`src/hdl/bundle_container_deframer_top_defines.svh`:
```
// ----------------------------------------------------------------------------
// bundle container deframer assertion macros
// shared assertion helpers for the deframer rtl; empty under synthesis
// ----------------------------------------------------------------------------
`ifndef BUNDLE_CONTAINER_DEFRAMER_TOP_DEFINES_SVH
`define BUNDLE_CONTAINER_DEFRAMER_TOP_DEFINES_SVH

`ifndef SYNTHESIS

// condition holds at every clock edge out of reset
`define BCD_ASSERT(lbl, cond) \
	lbl: assert property (@(posedge clk) disable iff (!arst_n) (cond)) \
		else $error("bcd assertion failed");

// consequent holds in the cycle after the antecedent
`define BCD_ASSERT_NEXT(lbl, ante, cons) \
	lbl: assert property (@(posedge clk) disable iff (!arst_n) (ante) |=> (cons)) \
		else $error("bcd assertion failed");

`else

`define BCD_ASSERT(lbl, cond)
`define BCD_ASSERT_NEXT(lbl, ante, cons)

`endif

`endif

```
`src/hdl/bcd_pkg.sv`:
```
// ----------------------------------------------------------------------------
// bcd_pkg
// phase, segment and status codes and header constants of the bundle deframer
// ----------------------------------------------------------------------------
package bcd_pkg;

	typedef logic [3:0] phase_t;
	typedef logic [2:0] seg_t;
	typedef logic [3:0] status_t;

	localparam int IV_BYTES_DEF  = 12;
	localparam int TAG_BYTES_DEF = 16;

	localparam phase_t PH_MAGIC   = 4'd0;
	localparam phase_t PH_VERSION = 4'd1;
	localparam phase_t PH_LENK    = 4'd2;
	localparam phase_t PH_KEY     = 4'd3;
	localparam phase_t PH_IV      = 4'd4;
	localparam phase_t PH_TAG     = 4'd5;
	localparam phase_t PH_LENC    = 4'd6;
	localparam phase_t PH_CT      = 4'd7;
	localparam phase_t PH_TRAIL   = 4'd8;
	localparam phase_t PH_ERR     = 4'd9;

	localparam seg_t SEG_HDR   = 3'd0;
	localparam seg_t SEG_KEY   = 3'd1;
	localparam seg_t SEG_IV    = 3'd2;
	localparam seg_t SEG_TAG   = 3'd3;
	localparam seg_t SEG_CT    = 3'd4;
	localparam seg_t SEG_TRAIL = 3'd5;

	localparam status_t ST_BUSY        = 4'd0;
	localparam status_t ST_COMPLETE    = 4'd1;
	localparam status_t ST_BAD_MAGIC   = 4'd2;
	localparam status_t ST_BAD_VERSION = 4'd3;
	localparam status_t ST_UNDER_BASE  = 4'd2;

	localparam logic [7:0] VERSION_BYTE = 8'h01;

	localparam logic [2:0] MAGIC_LAST = 3'd3;
	localparam logic [2:0] LENK_LAST  = 3'd3;
	localparam logic [2:0] LENC_LAST  = 3'd7;

	function automatic logic [7:0] magic_byte(input logic [1:0] idx);
		logic [7:0] b;
		case (idx)
			2'd0: b = 8'h48;
			2'd1: b = 8'h43;
			2'd2: b = 8'h52;
			default: b = 8'h59;
		endcase
		return b;
	endfunction

	function automatic seg_t phase_segment(input phase_t ph);
		seg_t s;
		case (ph)
			PH_MAGIC, PH_VERSION, PH_LENK, PH_LENC: s = SEG_HDR;
			PH_KEY: s = SEG_KEY;
			PH_IV:  s = SEG_IV;
			PH_TAG: s = SEG_TAG;
			PH_CT:  s = SEG_CT;
			default: s = SEG_TRAIL;
		endcase
		return s;
	endfunction

endpackage

```
`src/hdl/bundle_container_deframer_top.sv`:
```
// ----------------------------------------------------------------------------
// bundle_container_deframer_top
// byte-stream parser that tags every beat of an encrypted bundle container
// ----------------------------------------------------------------------------
// Each input beat is one bundle byte plus a last flag and produces exactly one
// output beat: the byte, its segment (header/length, key, iv, tag, ciphertext,
// trailing) and a status (busy, complete, bad magic, bad version, or underflow
// naming the section still expected when the last byte arrives early). The
// block sustains one beat per clock while out_ready is high; a beat passes an
// input register followed by a result register, and the per-byte work is one
// phase update with a 64-bit run counter decrement and zero compare. After a
// beat marked last the parser returns to its reset state for the next bundle.
`include "bundle_container_deframer_top_defines.svh"

module bundle_container_deframer_top
	import bcd_pkg::*;
#(
	parameter int IV_BYTES  = IV_BYTES_DEF,
	parameter int TAG_BYTES = TAG_BYTES_DEF
) (
	input  logic       clk,
	input  logic       arst_n,
	input  logic       in_valid,
	output logic       in_ready,
	input  logic [7:0] in_byte,
	input  logic       in_last,
	output logic       out_valid,
	input  logic       out_ready,
	output logic [7:0] out_byte,
	output logic [2:0] segment,
	output logic [3:0] status,
	output logic       out_last
);

	logic        v1_q;
	logic [7:0]  byte_s1;
	logic        last_s1;
	logic        v2_q;
	logic [7:0]  byte_s2;
	seg_t        seg_s2;
	status_t     status_s2;
	logic        last_s2;

	phase_t      phase_q;
	logic [2:0]  idx_q;
	logic [63:0] cnt_q;
	logic [63:0] len_q;
	logic [1:0]  err_q;

	phase_t      nxt_phase;
	logic [2:0]  nxt_idx;
	logic [63:0] nxt_cnt;
	logic [63:0] nxt_len;
	logic [1:0]  nxt_err;
	logic        err_now;
	seg_t        seg_c;
	status_t     status_c;
	logic [63:0] cnt_dec;
	logic        cnt_zero;
	logic [63:0] len_shift;
	logic        adv1;

	assign adv1     = v1_q && (!v2_q || out_ready);
	assign in_ready = !v1_q || adv1;

	assign cnt_dec   = cnt_q - 64'd1;
	assign cnt_zero  = (cnt_dec == 64'd0);
	assign len_shift = {len_q[55:0], byte_s1};

	always_comb begin
		nxt_phase = phase_q;
		nxt_idx   = idx_q;
		nxt_cnt   = cnt_q;
		nxt_len   = len_q;
		nxt_err   = err_q;
		err_now   = 1'b0;
		seg_c     = phase_segment(phase_q);
		case (phase_q)
			PH_MAGIC: begin
				if (byte_s1 != magic_byte(idx_q[1:0])) begin
					nxt_err   = ST_BAD_MAGIC[1:0];
					err_now   = 1'b1;
					nxt_phase = PH_ERR;
				end else if (idx_q == MAGIC_LAST) begin
					nxt_idx   = 3'd0;
					nxt_phase = PH_VERSION;
				end else begin
					nxt_idx = idx_q + 3'd1;
				end
			end
			PH_VERSION: begin
				if (byte_s1 != VERSION_BYTE) begin
					nxt_err   = ST_BAD_VERSION[1:0];
					err_now   = 1'b1;
					nxt_phase = PH_ERR;
				end else begin
					nxt_idx   = 3'd0;
					nxt_len   = 64'd0;
					nxt_phase = PH_LENK;
				end
			end
			PH_LENK: begin
				nxt_len = len_shift;
				if (idx_q == LENK_LAST) begin
					nxt_idx = 3'd0;
					if (len_shift[31:0] != 32'd0) begin
						nxt_cnt   = {32'd0, len_shift[31:0]};
						nxt_phase = PH_KEY;
					end else begin
						nxt_cnt   = 64'(IV_BYTES);
						nxt_phase = PH_IV;
					end
				end else begin
					nxt_idx = idx_q + 3'd1;
				end
			end
			PH_LENC: begin
				nxt_len = len_shift;
				if (idx_q == LENC_LAST) begin
					nxt_idx   = 3'd0;
					nxt_cnt   = len_shift;
					nxt_phase = (len_shift != 64'd0) ? PH_CT : PH_TRAIL;
				end else begin
					nxt_idx = idx_q + 3'd1;
				end
			end
			PH_KEY: begin
				nxt_cnt = cnt_dec;
				if (cnt_zero) begin
					nxt_cnt   = 64'(IV_BYTES);
					nxt_phase = PH_IV;
				end
			end
			PH_IV: begin
				nxt_cnt = cnt_dec;
				if (cnt_zero) begin
					nxt_cnt   = 64'(TAG_BYTES);
					nxt_phase = PH_TAG;
				end
			end
			PH_TAG: begin
				nxt_cnt = cnt_dec;
				if (cnt_zero) begin
					nxt_len   = 64'd0;
					nxt_idx   = 3'd0;
					nxt_phase = PH_LENC;
				end
			end
			PH_CT: begin
				nxt_cnt = cnt_dec;
				if (cnt_zero) begin
					nxt_phase = PH_TRAIL;
				end
			end
			PH_TRAIL: begin
				nxt_phase = PH_TRAIL;
			end
			default: begin
				nxt_phase = PH_ERR;
			end
		endcase

		if (err_now || nxt_phase == PH_ERR) begin
			status_c = {2'b00, nxt_err};
		end else if (nxt_phase == PH_TRAIL) begin
			status_c = ST_COMPLETE;
		end else if (last_s1) begin
			status_c = {1'b0, nxt_phase[2:0]} + ST_UNDER_BASE;
		end else begin
			status_c = ST_BUSY;
		end
	end

	// input register
	always_ff @(posedge clk or negedge arst_n) begin
		if (!arst_n) begin
			v1_q <= 1'b0;
		end else if (in_valid && in_ready) begin
			v1_q <= 1'b1;
		end else if (adv1) begin
			v1_q <= 1'b0;
		end
	end

	always_ff @(posedge clk) begin
		if (in_valid && in_ready) begin
			byte_s1 <= in_byte;
			last_s1 <= in_last;
		end
	end

	// parser state, returns to reset after a last beat
	always_ff @(posedge clk or negedge arst_n) begin
		if (!arst_n) begin
			phase_q <= PH_MAGIC;
			idx_q   <= 3'd0;
			cnt_q   <= 64'd0;
			len_q   <= 64'd0;
			err_q   <= 2'd0;
		end else if (adv1) begin
			if (last_s1) begin
				phase_q <= PH_MAGIC;
				idx_q   <= 3'd0;
				cnt_q   <= 64'd0;
				len_q   <= 64'd0;
				err_q   <= 2'd0;
			end else begin
				phase_q <= nxt_phase;
				idx_q   <= nxt_idx;
				cnt_q   <= nxt_cnt;
				len_q   <= nxt_len;
				err_q   <= nxt_err;
			end
		end
	end

	// result register
	always_ff @(posedge clk or negedge arst_n) begin
		if (!arst_n) begin
			v2_q <= 1'b0;
		end else if (adv1) begin
			v2_q <= 1'b1;
		end else if (out_ready) begin
			v2_q <= 1'b0;
		end
	end

	always_ff @(posedge clk) begin
		if (adv1) begin
			byte_s2   <= byte_s1;
			seg_s2    <= seg_c;
			status_s2 <= status_c;
			last_s2   <= last_s1;
		end
	end

	assign out_valid = v2_q;
	assign out_byte  = byte_s2;
	assign segment   = seg_s2;
	assign status    = status_s2;
	assign out_last  = last_s2;

	`BCD_ASSERT(a_phase_range, phase_q <= PH_ERR)
	`BCD_ASSERT(a_err_latched, (phase_q != PH_ERR) || (err_q != 2'd0))
	`BCD_ASSERT(a_run_nonzero, ((phase_q != PH_KEY) && (phase_q != PH_CT)) || (cnt_q != 64'd0))
	`BCD_ASSERT_NEXT(a_last_resets, adv1 && last_s1, (phase_q == PH_MAGIC) && (err_q == 2'd0))
	`BCD_ASSERT(a_empty_ready, v1_q || in_ready)

endmodule

```
`config.mk`:
```
export PLATFORM = sky130hd
export DESIGN_NAME = bundle_container_deframer_top
export DESIGN_NICKNAME = d
export VERILOG_FILES = /design/src/hdl/bcd_pkg.sv /design/src/hdl/bundle_container_deframer_top.sv
export VERILOG_INCLUDE_DIRS = /design/src /design/src/hdl
export SDC_FILE = /design/constraint.sdc
export NUM_CORES = 1
export LEC_CHECK = 0
export ABC_AREA = 0
export BUFFER_PORTS_ARGS = -buffer_cell sky130_fd_sc_hd__buf_2
export CORE_UTILIZATION = 46
export DETAILED_ROUTE_END_ITERATION = 6
export GPL_TIMING_DRIVEN = 0
export PLACE_DENSITY = 0.67
export SYNTH_ARGS = -nofsm -noshare
export SYNTH_HDL_FRONTEND = slang
export SYNTH_SLANG_ARGS = --single-unit
export TNS_END_PERCENT = 10
```
`constraint.sdc`:
```
create_clock -name clk -period 4 [get_ports clk]
set_input_delay 0.8 -clock clk [delete_from_list [all_inputs] [get_ports clk]]
set_output_delay 0.8 -clock clk [all_outputs]
set_load 0.02 [all_outputs]
```
==> results by group <==
Run status
  • Status: finished, violations left
  • Violated checks: setup timing

Final layout
  • Final net count: 1142
  • Number of diodes: 0
  • Design Area, Final: 11900 um2
  • Area Growth Syn to Fin: 26.7%
  • Final Non-Filler Cells: 1397
  • FILL cells: 1683
  • Final Util: 0.602
  • Fraction of layout cells with a size suffix above 1: 0.255

STA
  • Final setup fails: 57
  • Final-report hold violation count: 0
  • Setup TNS Final: -1.43 ns
  • Worst hold slack: 0.365 ns
  • Max Clk Rate: 247 MHz
  • Worst Max-Slew Pin Slew: 0.999 ns
  • Final worst slack: -0.0541 ns
  • Max-slew violations: 0
  • Final Cycle Share: 1.01
  • Unrepaired setup endpoints after global routing: yes
  • Worst Skew: 0.0102 ns
  • Slew headroom: 0.329
  • Tmin final: 4.05 ns

Clock network
  • CTS Sinks: 156
  • Clock Tree Buf Depth: 2
  • Clock transition at path regs: 0.07 ns
  • Total CTS buffers: 17
  • CTS H-tree depth: 4
  • CTS tree: yes
  • Clock Latency Late Sink: 0.44 ns
  • Clk root buf: clkbuf_16

Floorplan
  • Ports: 31
  • Initial core utilization: 0.476
  • Die W: between 100 and 150 um
  • Core Rows: 51
  • Die H: 145 um
  • Core box area: 19800 um2
  • Die footprint: 21000 um2

Worst setup path
  • Crit Path Class: flop to flop
  • Critical Path End Type: flop
  • Crit path required time: 4.32 ns
  • CP Launch Point: cnt_q[9]
  • Crit Reg-Reg Endpoint: len_q[0]
  • Worst Path Arrival: 4.38 ns
  • Crit path launch type: flop
  • R2r worst-path depth: 15
  • Worst r2r src: cnt_q[9]
  • Crit Path Max Fanout: 10
  • Flop2flop setup slack: -0.05 ns

Place
  • Total placed instance area: a little under 10000 um2
  • DP Worst Slack: -1.54 ns
  • GPL Wtd Cong: 0.988
  • Port Buffers: 30
  • Placed cells: 1287
  • Hpwl dp: 24.0 mm

Power
  • VDD IR-drop max: 0.394 mV
  • Final Power: 3.87 mW
  • Power per cell area: between 300 and 400 nW/um2
  • Leakage: 5.39 nW

Yosys
  • Synth warn: 0
  • Synth Area in Adders: 0.0133
  • Sequential-to-total area share from yosys stat: 0.428
  • Ys async rst share: 0.840
  • Number of distinct library cells after synthesis: 83
  • Yosys reg bits: 156
  • Main combinational cell family by area after synthesis: simple AND/OR/NAND/NOR gates
  • Synth Area in Simple Gates: 0.260
  • Post-synth EDFFs: 25
  • Compound-Gate Fraction of Synth Area: 0.222
  • Synth Area per Inst: 9.49 um2
  • Xor and xnor area share after synthesis: 0.0326
  • Mux contribution to synthesized area: 0.00226
  • Cell area after synthesis: 9410 um2
  • Syn Nets: 1014
  • Top_reg_cell synth: dfrtp_1
  • Post-Synthesis Cells: 991

GRT
  • Vias in the first global route: 8576
  • Pin count of the biggest net entering global routing: 67
  • Initial antenna violation count: 0
  • Global route overflow: 0
  • GRT Total Usage: 0.327
  • First-pass GRT wire length: 51.9 mm

Route
  • Mean number of vias per cell: 6.69
  • First drt pass iteration count: 6
  • Post-route antenna net violation count: 0
  • Starting DRT DRC Count: roughly 1100
  • Wire per inst: 24.9 um
  • # DRC: 0
  • Total wire length: 34.8 mm
  • Via Count: roughly 9300

Worst hold path
  • Worst Hold Class: input port to async pin

Run
  • Max_cap viols: 0
## cell usage after synthesis (all sizes together) (9+ instances only)
cell / count / area [um2]
o211ai: 13 / 97.6
edfxtp: 25 / 751
ha: 10 / 125
a21o: 9 / 67.6
nand2: 79 / 299
a22o: 63 / 552
a22oi: 30 / 225
or3: 14 / 87.6
nor3: 57 / 310
o21ai: 67 / 335
clkbuf: 40 / 151
xnor2: 21 / 184
nand4: 28 / 181
nor2: 65 / 251
xor2: 14 / 123
a211oi: 10 / 75.1
buf: 19 / 130
dfrtp: 131 / 3280
nor4: 53 / 469
or4: 15 / 116
nand2b: 10 / 62.6
and2: 11 / 71.3
o311a: 9 / 90.1
nand4b: 9 / 93.8
nor4b: 10 / 118
inv: 27 / 101
nand3: 20 / 135
a21oi: 42 / 210
## worst max-delay path, stage by stage (launching register included)
cell	delay [ns]
dfrtp_1	0.55
nor4_4	0.40
nand4_4	0.30
nor4_4	0.41
xnor2_1	0.20
and4_1	0.23
nand4b_1	0.16
nor4b_4	0.30
buf_4	0.19
nand3_4	0.09
a211o_1	0.28
a21oi_2	0.18
o21ai_2	0.10
buf_6	0.19
buf_6	0.15
a22o_1	0.19
## how the worst max path moves through the flow
stage | endpoint | cells past startpoint
6_report | len_q[0] | 15
5_1_grt | status[2] | 18
4_1_cts | cnt_q[33] | 12
3_5_place_dp | cnt_q[46] | 15
3_3_place_gp | cnt_q[56] | 15
2_1_floorplan | len_q[0] | 16
## state kept, by name (all words and copies together) (netlist names)
signal and count:
len_q 56, out_valid 1, byte_s1 8, err_q 2
cnt_q 64, out_last 1, phase_q 4, out_byte 8
v1_q 1, last_s1 1, segment 3, status 4
idx_q 3
## cells in the final DEF (no fill, tap or decap), types with 10 or more instances in the layout
| master | count |
|---|---|
| a211oi_1 | 10 |
| a21oi_1 | 38 |
| a22o_1 | 63 |
| a22oi_1 | 29 |
| and2_1 | 10 |
| buf_2 | 33 |
| buf_4 | 79 |
| buf_6 | 18 |
| clkbuf_1 | 29 |
| clkbuf_16 | 17 |
| dfrtp_1 | 118 |
| dfrtp_2 | 13 |
| edfxtp_1 | 25 |
| inv_1 | 26 |
| nand2_1 | 75 |
| nand2b_1 | 10 |
| nand3_1 | 14 |
| nand4_1 | 27 |
| nor2_1 | 57 |
| nor3_1 | 45 |
| nor4_1 | 26 |
| nor4_4 | 23 |
| o211ai_1 | 13 |
| o21ai_0 | 61 |
| or3_1 | 12 |
| xnor2_1 | 19 |
| xor2_1 | 12 |
## cell families (layout without fill, tap and decap cells)
family | count (synthesis) | in the layout
buf+inv | 87 | 228
fa+ha+maj | 10 | 10
mux | 2 | 2
flops | 156 | 156
xor+xnor | 35 | 35
compound gates | 296 | 296
simple gates | 405 | 405
## per-layer routing
| layer | global-route usage | vias up | wire, um | part of all wire |
|---|---|---|---|---|
| met3 | 0.120 | 104 | 4230 | 0.12 |
| li1 | - | 4103 | - | - |
| met5 | 0.0190 | - | 53 | 0.0015 |
| met1 | 0.460 | 4578 | 14500 | 0.42 |
| met4 | 0.122 | 2 | 1350 | 0.039 |
| met2 | 0.452 | 553 | 14700 | 0.42 |
## power by group
group | internal [mW] | switching, mW
Combinational | 0.148 | 0.275
Clock | 0.959 | 0.787
Sequential | 1.67 | 0.0379
Total | 2.77 | 1.10
## cell type report
type                       count  area, um2  area share
multi-input combinational    748       5630       0.472
tap                          265        332      0.0278
inverter                      28        105     0.00882
buffer                        53        319      0.0268
timing repair buffer         115        867      0.0728
clock inverter                15        196      0.0165
clock buffer                  17        425      0.0357
sequential                   156       4050       0.339
## repair_timing
item	4_1_cts	5_1_grt
gates resized for setup	80	80
pin swaps	30	44
setup buffers	40	44
hold buffers	0	0
setup endpoints to repair	131	126
gates cloned	0	0
Note: power is estimated with default switching activity, not from simulation.
